**src/rtl/fmqd_pkg.sv**
```systemverilog
// Shared constants, types and helpers of the FM cross-product discriminator.
package fmqd_pkg;

	localparam int RAW_W         = 8;
	localparam int CTR_W         = 9;
	localparam int ACC_W         = 18;
	localparam int MAG_W         = 15;
	localparam int DEN_W         = 16;
	localparam int OUT_W         = 32;
	localparam int MUL_STEPS     = 9;
	localparam int MUL_CNT_W     = 4;
	localparam int FRAC_BITS_DEF = 15;
	localparam logic [CTR_W-1:0] ZERO_LEVEL = 9'd127;

	typedef enum logic [1:0] {
		ST_IDLE,
		ST_MUL,
		ST_DIV,
		ST_DONE
	} seq_state_t;

	typedef struct packed {
		logic start;
	} eng_ctl_t;

	typedef struct packed {
		logic busy;
		logic done;
	} eng_stat_t;

	function automatic logic signed [CTR_W-1:0] center(input logic [RAW_W-1:0] raw);
		center = signed'({1'b0, raw} - ZERO_LEVEL);
	endfunction

endpackage

```
**src/rtl/fmqd_if.sv**
```systemverilog
// Valid/ready channel interfaces for I/Q input items and audio result items.
interface fmqd_in_if
	import fmqd_pkg::*;
();
	logic             valid;
	logic             ready;
	logic [RAW_W-1:0] i_sample;
	logic [RAW_W-1:0] q_sample;
	logic             last_of_block;

	modport source (output valid, i_sample, q_sample, last_of_block, input ready);
	modport sink (input valid, i_sample, q_sample, last_of_block, output ready);
endinterface

interface fmqd_out_if
	import fmqd_pkg::*;
();
	logic                    valid;
	logic                    ready;
	logic signed [OUT_W-1:0] audio_sample;
	logic                    audio_last;

	modport source (output valid, audio_sample, audio_last, input ready);
	modport sink (input valid, audio_sample, audio_last, output ready);
endinterface

```
**src/rtl/fm_quadrature_discriminator_core.sv**
```systemverilog
// A result-bearing item runs 9 shift-add steps and then 15+FRAC_BITS divider steps, and
// its quotient is then loaded into the output register as the audio item. The input takes
// no new item until that load; an item that only seeds the held pair is taken without
// starting the engines. An audio item that is not taken stalls the load.
// The output register frees the input side.
// Reset (arst_n low) clears the state, held pair, have-previous flag and output valid flag.
module fm_quadrature_discriminator_core
	import fmqd_pkg::*;
#(
	parameter int FRAC_BITS = FRAC_BITS_DEF
) (
	input  logic              clk,
	input  logic              arst_n,
	fmqd_in_if.sink           iq,
	fmqd_out_if.source        audio
);

	localparam int DVD_W = MAG_W + FRAC_BITS;

	seq_state_t              state_q, state_d;
	logic [RAW_W-1:0]        prev_i_q, prev_q_q;
	logic                    have_prev_q, last_q, neg_q;
	logic                    accept, load_out;
	logic                    out_valid_q;
	logic signed [OUT_W-1:0] out_sample_q;
	logic                    out_last_q;
	eng_ctl_t                mac_ctl, div_ctl;
	eng_stat_t               mac_stat, div_stat;
	logic signed [ACC_W-1:0] num;
	logic [DEN_W-1:0]        den, den_clamped;
	logic signed [ACC_W-1:0] num_abs;
	logic [DVD_W-1:0]        quo;
	logic [OUT_W-1:0]        quo_ext;

	assign accept = iq.valid && iq.ready;

	always_comb begin
		state_d = state_q;
		unique case (state_q)
			ST_IDLE: if (accept && have_prev_q) state_d = ST_MUL;
			ST_MUL:  if (mac_stat.done) state_d = ST_DIV;
			ST_DIV:  if (div_stat.done) state_d = ST_DONE;
			ST_DONE: if (!out_valid_q || audio.ready) state_d = ST_IDLE;
			default: state_d = ST_IDLE;
		endcase
	end

	always_comb begin
		iq.ready      = state_q == ST_IDLE;
		mac_ctl.start = state_q == ST_IDLE && accept && have_prev_q;
		div_ctl.start = state_q == ST_MUL && mac_stat.done;
		load_out      = state_q == ST_DONE && (!out_valid_q || audio.ready);
	end

	always_ff @(posedge clk or negedge arst_n) begin
		if (!arst_n) begin
			state_q     <= ST_IDLE;
			prev_i_q    <= '0;
			prev_q_q    <= '0;
			have_prev_q <= 1'b0;
			out_valid_q <= 1'b0;
		end else begin
			state_q <= state_d;
			if (accept) begin
				prev_i_q    <= iq.i_sample;
				prev_q_q    <= iq.q_sample;
				have_prev_q <= !iq.last_of_block;
			end
			if (load_out)
				out_valid_q <= 1'b1;
			else if (audio.ready)
				out_valid_q <= 1'b0;
		end
	end

	fmqd_mac u_mac (
		.clk    (clk),
		.arst_n (arst_n),
		.ctl    (mac_ctl),
		.prev_i (center(prev_i_q)),
		.prev_q (center(prev_q_q)),
		.cur_i  (center(iq.i_sample)),
		.cur_q  (center(iq.q_sample)),
		.num    (num),
		.den    (den),
		.stat   (mac_stat)
	);

	assign num_abs     = num[ACC_W-1] ? -num : num;
	assign den_clamped = (den == '0) ? DEN_W'(1) : den;

	fmqd_div #(
		.FRAC_BITS (FRAC_BITS)
	) u_div (
		.clk    (clk),
		.arst_n (arst_n),
		.ctl    (div_ctl),
		.mag    (num_abs[MAG_W-1:0]),
		.den    (den_clamped),
		.quo    (quo),
		.stat   (div_stat)
	);

	assign quo_ext = {{(OUT_W-DVD_W){1'b0}}, quo};

	always_ff @(posedge clk) begin
		if (mac_ctl.start)
			last_q <= iq.last_of_block;
		if (div_ctl.start)
			neg_q <= num[ACC_W-1];
		if (load_out) begin
			out_sample_q <= neg_q ? -signed'(quo_ext) : signed'(quo_ext);
			out_last_q   <= last_q;
		end
	end

	assign audio.valid        = out_valid_q;
	assign audio.audio_sample = out_sample_q;
	assign audio.audio_last   = out_last_q;

`ifndef ASSERT_OFF
	a_start_mul: assert property (@(posedge clk) disable iff (!arst_n)
		accept && have_prev_q |=> state_q == ST_MUL)
		else $error("result-bearing item did not start the multiply");
	a_mac_done: assert property (@(posedge clk) disable iff (!arst_n)
		mac_stat.done |-> state_q == ST_MUL)
		else $error("multiply finished outside its phase");
	a_div_done: assert property (@(posedge clk) disable iff (!arst_n)
		div_stat.done |-> state_q == ST_DIV)
		else $error("divide finished outside its phase");
	a_no_overrun: assert property (@(posedge clk) disable iff (!arst_n)
		load_out |-> !out_valid_q || audio.ready)
		else $error("output item overwritten before it was taken");
`endif

endmodule

```
**src/rtl/fmqd_mac.sv**
```systemverilog
// Bit-serial shift-add unit for the cross-product numerator and magnitude denominator.
module fmqd_mac
	import fmqd_pkg::*;
(
	input  logic                    clk,
	input  logic                    arst_n,
	input  eng_ctl_t                ctl,
	input  logic signed [CTR_W-1:0] prev_i,
	input  logic signed [CTR_W-1:0] prev_q,
	input  logic signed [CTR_W-1:0] cur_i,
	input  logic signed [CTR_W-1:0] cur_q,
	output logic signed [ACC_W-1:0] num,
	output logic [DEN_W-1:0]        den,
	output eng_stat_t               stat
);

	logic [CTR_W-1:0]        bits_i_q, bits_q_q;
	logic signed [ACC_W-1:0] m_pi_q, m_pq_q, m_ci_q, m_cq_q;
	logic signed [ACC_W-1:0] num_q, den_q;
	logic signed [ACC_W-1:0] term_num, term_den;
	logic [MUL_CNT_W-1:0]    cnt_q;
	logic                    busy_q, done_q, last_step;

	assign last_step = cnt_q == MUL_CNT_W'(MUL_STEPS - 1);

	always_comb begin
		term_num = (bits_q_q[0] ? m_pi_q : '0) - (bits_i_q[0] ? m_pq_q : '0);
		term_den = (bits_i_q[0] ? m_ci_q : '0) + (bits_q_q[0] ? m_cq_q : '0);
	end

	always_ff @(posedge clk or negedge arst_n) begin
		if (!arst_n) begin
			busy_q <= 1'b0;
			done_q <= 1'b0;
			cnt_q  <= '0;
		end else begin
			done_q <= 1'b0;
			if (ctl.start) begin
				busy_q <= 1'b1;
				cnt_q  <= '0;
			end else if (busy_q) begin
				cnt_q <= cnt_q + 1'b1;
				if (last_step) begin
					busy_q <= 1'b0;
					done_q <= 1'b1;
				end
			end
		end
	end

	// sign bit of the multiplier carries negative weight
	always_ff @(posedge clk) begin
		if (ctl.start) begin
			bits_i_q <= cur_i;
			bits_q_q <= cur_q;
			m_pi_q   <= ACC_W'(prev_i);
			m_pq_q   <= ACC_W'(prev_q);
			m_ci_q   <= ACC_W'(cur_i);
			m_cq_q   <= ACC_W'(cur_q);
			num_q    <= '0;
			den_q    <= '0;
		end else if (busy_q) begin
			bits_i_q <= bits_i_q >> 1;
			bits_q_q <= bits_q_q >> 1;
			m_pi_q   <= m_pi_q <<< 1;
			m_pq_q   <= m_pq_q <<< 1;
			m_ci_q   <= m_ci_q <<< 1;
			m_cq_q   <= m_cq_q <<< 1;
			if (last_step) begin
				num_q <= num_q - term_num;
				den_q <= den_q - term_den;
			end else begin
				num_q <= num_q + term_num;
				den_q <= den_q + term_den;
			end
		end
	end

	assign num       = num_q;
	assign den       = den_q[DEN_W-1:0];
	assign stat.busy = busy_q;
	assign stat.done = done_q;

endmodule

```
**src/rtl/fmqd_div.sv**
```systemverilog
// Restoring divider, one quotient bit per cycle, for the scaled numerator magnitude.
module fmqd_div
	import fmqd_pkg::*;
#(
	parameter int FRAC_BITS = FRAC_BITS_DEF
) (
	input  logic                              clk,
	input  logic                              arst_n,
	input  eng_ctl_t                          ctl,
	input  logic [MAG_W-1:0]                  mag,
	input  logic [DEN_W-1:0]                  den,
	output logic [MAG_W+FRAC_BITS-1:0]        quo,
	output eng_stat_t                         stat
);

	localparam int DVD_W = MAG_W + FRAC_BITS;
	localparam int CNT_W = $clog2(DVD_W);

	logic [DVD_W-1:0] dvd_q;
	logic [DEN_W-1:0] rem_q, den_q, trial;
	logic [CNT_W-1:0] cnt_q;
	logic             busy_q, done_q, fits;

	assign trial = {rem_q[DEN_W-2:0], dvd_q[DVD_W-1]};
	assign fits  = trial >= den_q;

	always_ff @(posedge clk or negedge arst_n) begin
		if (!arst_n) begin
			busy_q <= 1'b0;
			done_q <= 1'b0;
			cnt_q  <= '0;
		end else begin
			done_q <= 1'b0;
			if (ctl.start) begin
				busy_q <= 1'b1;
				cnt_q  <= CNT_W'(DVD_W - 1);
			end else if (busy_q) begin
				cnt_q <= cnt_q - 1'b1;
				if (cnt_q == '0) begin
					busy_q <= 1'b0;
					done_q <= 1'b1;
				end
			end
		end
	end

	// quotient bits shift in behind the dividend
	always_ff @(posedge clk) begin
		if (ctl.start) begin
			dvd_q <= {mag, {FRAC_BITS{1'b0}}};
			rem_q <= '0;
			den_q <= den;
		end else if (busy_q) begin
			dvd_q <= {dvd_q[DVD_W-2:0], fits};
			rem_q <= fits ? trial - den_q : trial;
		end
	end

	assign quo       = dvd_q;
	assign stat.busy = busy_q;
	assign stat.done = done_q;

endmodule

```
**src/flat_wrapper.sv**
```systemverilog
// flat-port wrapper written by rule: the top's interface ports become plain ports
module fm_quadrature_discriminator_core_flat import fmqd_pkg::*;
#(
	parameter int FRAC_BITS = FRAC_BITS_DEF
)
  (clk, arst_n, iq_valid, iq_i_sample, iq_q_sample, iq_last_of_block, iq_ready, audio_valid, audio_audio_sample, audio_audio_last, audio_ready);
  fmqd_in_if iq_i ();
  fmqd_out_if audio_i ();
  input  logic clk;
  input  logic arst_n;
  input wire logic [$bits(iq_i.valid)-1:0] iq_valid;
  input wire logic [$bits(iq_i.i_sample)-1:0] iq_i_sample;
  input wire logic [$bits(iq_i.q_sample)-1:0] iq_q_sample;
  input wire logic [$bits(iq_i.last_of_block)-1:0] iq_last_of_block;
  output wire logic [$bits(iq_i.ready)-1:0] iq_ready;
  output wire logic [$bits(audio_i.valid)-1:0] audio_valid;
  output wire logic [$bits(audio_i.audio_sample)-1:0] audio_audio_sample;
  output wire logic [$bits(audio_i.audio_last)-1:0] audio_audio_last;
  input wire logic [$bits(audio_i.ready)-1:0] audio_ready;
  assign iq_i.valid = iq_valid;
  assign iq_i.i_sample = iq_i_sample;
  assign iq_i.q_sample = iq_q_sample;
  assign iq_i.last_of_block = iq_last_of_block;
  assign iq_ready = iq_i.ready;
  assign audio_valid = audio_i.valid;
  assign audio_audio_sample = audio_i.audio_sample;
  assign audio_audio_last = audio_i.audio_last;
  assign audio_i.ready = audio_ready;
  fm_quadrature_discriminator_core #(.FRAC_BITS(FRAC_BITS)) u_core (.clk(clk), .arst_n(arst_n), .iq(iq_i), .audio(audio_i));
endmodule
```
**config.mk**
```make
export PLATFORM = sky130hd
export DESIGN_NAME = fm_quadrature_discriminator_core_flat
export DESIGN_NICKNAME = d
export VERILOG_FILES = /design/src/rtl/fmqd_pkg.sv /design/src/rtl/fmqd_if.sv /design/src/rtl/fm_quadrature_discriminator_core.sv /design/src/rtl/fmqd_mac.sv /design/src/rtl/fmqd_div.sv /design/src/flat_wrapper.sv
export SDC_FILE = /design/constraint.sdc
export NUM_CORES = 1
export LEC_CHECK = 0
export BUFFER_PORTS_ARGS = -buffer_cell sky130_fd_sc_hd__buf_4
export CAP_MARGIN = 20
export CORE_UTILIZATION = 35
export CTS_BUF_LIST = sky130_fd_sc_hd__clkbuf_8
export CTS_CLUSTER_DIAMETER = 50
export DETAILED_ROUTE_END_ITERATION = 16
export HOLD_SLACK_MARGIN = 0.06
export PLACE_DENSITY = 0.48
export SLEW_MARGIN = 5
export SYNTH_ARGS = -nofsm -noshare
export SYNTH_HDL_FRONTEND = slang
export SYNTH_SLANG_ARGS = --single-unit
```
**constraint.sdc**
```tcl
create_clock -name clk -period 12.02 [get_ports clk]
set_input_delay 1.202 -clock clk [delete_from_list [all_inputs] [get_ports clk]]
set_output_delay 1.202 -clock clk [all_outputs]
set_load 0.05 [all_outputs]
```
==> run_results.csv <==
group,metric,value,unit
placement,buffer_ports.inserted,55,
timing,min_period,5.39,ns
power_and_ir_drop,max-vdd-ir-drop,0.0000706,V
power_and_ir_drop,powerDensity,103,nW/um^2
timing,worstMarginPinSlew,1.02,ns
synthesis,yosysMostFrequentCell,"edfxtp_1",
setup_path,critPathTopFamily,"compound AO/OA/AOI/OAI gates",
clock_network,postCtsSetupBuffers,0,
clock_network,holdBufCountCts,0,
setup_path,cp-start-kind,"flip-flop",
status,outcome,"completed",
setup_path,rrSetupSlack,6.63,ns
floorplanning,fp.dieH,214,um
clock_network,clk_pin_slew,0.06,ns
floorplanning,die_x,214,um
power_and_ir_drop,p_total,1.82,mW
timing,hold_viol,0,
grt,grt_max_degree,64,
clock_network,cts_buffers,49,
clock_network,root_buffer,"clkbuf_8",
placement,dpl_cell_area,16600,um^2
setup_path,r2r-end,"u_core.u_mac.den_q[15]",
routing,routed_wl,33500,um
setup_path,worst_path_max_delay_cell,"edfxtp_1",
floorplanning,design.die.area,45600,um^2
placement,place_congestion,0.833,
power_and_ir_drop,leakage,6.68,nW
setup_path,arrival,5.88,ns
setup_path,reg2regPathDepth,20,
synthesis,synth_warnings,0,
synthesis,synth_edf_count,152,
cells_and_area,n_antenna_cell,0,
synthesis,syn_avg_cell_area,9.68,um^2
setup_path,crit_type,"reg -> reg",
cells_and_area,fin_area,17700,um^2
flow_run,cap_violations,0,
clock_network,postCtsResizedCells,0,
synthesis,synth_top_area_share,29.1,%
setup_path,path_buf_inv,1,
synthesis,synth-seq-cells,249,
floorplanning,core-area,44200,um^2
min_path,min_to,"u_core.audio.audio_last",
synthesis,async_flop_share,13.3,%
setup_path,crit_required,12.51,ns
placement,dpl_worst_slack,6.57,ns
routing,drt-vias-per-instance,4.95,
floorplanning,ios,56,
setup_path,cp-end-kind,"flip-flop",
clock_network,h-tree-depth,2,
routing,drtIter0Drc,443,
min_path,hp-start,"u_core.last_q",
grt,grt_overflow,0,
synthesis,ys_top_cells_by_count,"edfxtp_1, nand2_1, nor2_1",
cells_and_area,synthToLayoutAreaGrowth,12.7,%
synthesis,synth_area_leaders,"edfxtp_1, dfxtp_1, ha_1",
clock_network,cts_tree,"done",
synthesis,mappedNetlistNets,1741,
timing,grt_setup_unrepaired,"no",
setup_path,worstPathMaxFanout,34,
floorplanning,start_util,35.5,%
synthesis,syn-cell-area,15700,um^2
timing,period_share,44.9,%
clock_network,cts.sinks,249,
routing,wire_per_inst,14.6,um
timing,slew-limit-headroom,32.1,%
synthesis,ys_dominant_reg_cell,"edfxtp_1",
routing,drc,0,
synthesis,ys_seq_area_share,42.6,%
timing,final.setup_skew,0.0224,ns
routing,dr.pass1.iters,4,
setup_path,max_stage_delay,0.90,ns
timing,drv_slew,0,
grt,grt_pass1_wl,56600,um
grt,grt_pass1_vias,11300,
placement,dp_hpwl,24300,um
timing,setup_viol,0,
timing,final.setup.worst_slack,6.63,ns
min_path,hold_path.class,"reg -> reg",
clock_network,clock_latency,0.61,ns
clock_network,cts_buffer_depth,3,
timing,setup_tns,0,ns
grt,grt_usage,15.3,%
routing,vias,11300,
setup_path,path_cells,"and2_1 -> ha_1 -> inv_1 -> fa_1 -> nor2b_1 -> o31a_1 -> o211a_1 -> a211oi_1 -> or3_1 -> a311o_1 -> or2_2 -> o31a_1 -> xnor2_1 -> ha_1 -> or2_2 -> a21oi_1 -> a31oi_1 -> and4_1 -> o21ai_0 -> o31ai_1",
synthesis,synth_area_leader_cell,"edfxtp_1",
min_path,min_path_cells,0,
grt,antenna_found_initial,0,
cells_and_area,nets,1785,
synthesis,synthCells,1619,
synthesis,synth_cell_types,84,
timing,fmax,185,MHz
cells_and_area,fin_util,40.0,%
floorplanning,rows,77,
routing,drt.antenna.violating_nets,0,
cells_and_area,drive_above_1_share,11.1,%
setup_path,reg2reg_from,"u_core.u_mac.bits_q_q[0]",
-- report_power, final --
| part | switching, mW | internal (mW) | leakage (nW) |
|---|---|---|---|
| Sequential | 0.00000000000000000762 | 0.898 | 2.02 |
| Clock | 0.381 | 0.524 | 0.593 |
| Combinational | 0.00928 | 0.00672 | 4.06 |
| Total | 0.391 | 1.43 | 6.68 |
-- cells by family after synthesis --
logic type | after synthesis | share of synthesized area [%]
AO/OA/AOI/OAI | 386 | 16.5
buffers and inverters | 147 | 3.84
AND/OR/NAND/NOR | 522 | 16.2
XOR/XNOR | 148 | 8.32
flip-flops | 249 | 42.6
adder cells (fa/ha/maj) | 101 | 8.30
multiplexers | 66 | 4.36
-- area by class of cell --
type,instances,area (um^2)
repair buffers,68,528
clock inverters,35,294
flip-flops and latches,249,6670
fillers,4397,26500
clock buffers,54,743
well taps,592,741
inverters,72,270
multi-input cells,1223,8430
-- state kept, by name (all words and copies together), names as in the netlist, 4 cells and up --
name                       cells
u_core.audio.audio_sample     32
u_core.u_mac.m_pq_q           18
u_core.u_mac.den_q            16
u_core.u_mac.num              18
u_core.u_mac.bits_i_q          9
u_core.u_div.rem_q            15
u_core.u_mac.bits_q_q          9
u_core.u_div.den_q            16
u_core.u_mac.m_pi_q           18
u_core.prev_i_q                8
u_core.u_div.cnt_q             5
u_core.u_mac.cnt_q             4
u_core.u_mac.m_cq_q           16
u_core.u_mac.m_ci_q           16
u_core.u_div.quo              30
u_core.prev_q_q                8
-- per-stage QoR --
step,hold slack [ns],cells
after floorplan,0.400,1619
after global placement,0.453,2202
after detailed placement,0.469,2203
after CTS,0.444,2292
after global routing,0.476,2293
final,0.471,2293
-- how the worst max path moves through the flow --
stage / depth (start not counted) / slack (ns) / startpoint / to
after floorplan: 21 / 7.24 / u_core.u_mac.bits_i_q[0] / u_core.u_mac.den_q[15]
after detailed placement: 20 / 6.57 / u_core.u_mac.bits_q_q[0] / u_core.u_mac.den_q[15]
after global routing: 21 / 6.00 / u_core.u_mac.bits_q_q[0] / u_core.u_mac.num[17]
after global placement: 20 / 6.66 / u_core.u_mac.bits_q_q[0] / u_core.u_mac.den_q[15]
final: 20 / 6.63 / u_core.u_mac.bits_q_q[0] / u_core.u_mac.den_q[15]
after CTS: 21 / 6.55 / u_core.u_mac.bits_q_q[0] / u_core.u_mac.num[17]
-- cell usage in the layout, fill, tap and decap left out, types with 7 or more instances in the layout --
cell / instances
a211oi_1: 19
nor2b_1: 13
a21boi_0: 10
nand2_1: 149
nor2_1: 130
or3_1: 28
ha_1: 96
or2_2: 12
edfxtp_1: 152
buf_4: 66
dfxtp_1: 64
mux2_2: 18
inv_1: 87
mux2i_1: 48
nor3_1: 26
and2_1: 50
clkbuf_8: 54
clkinv_1: 7
a21o_1: 51
o21ai_0: 109
a31oi_1: 12
a21oi_1: 66
o21a_1: 29
and3_1: 18
nand3_1: 43
nor4_1: 11
o31ai_1: 20
dfrtp_1: 32
xnor2_1: 94
nand2b_1: 8
nand4_1: 7
xor2_1: 53
-- per-layer routing --
| layer | share of wire, % | wire, um | global-route usage (%) | vias up |
|---|---|---|---|---|
| met5 | 0 | 0 | 0 | - |
| met1 | 50 | 16800 | 20.6 | 5239 |
| met2 | 45 | 15100 | 24.9 | 130 |
| met3 | 2.9 | 975 | 2.52 | 45 |
| li1 | - | - | - | 5928 |
| met4 | 2.0 | 654 | 4.88 | 0 |
Note: power is estimated with default switching activity, not from simulation.
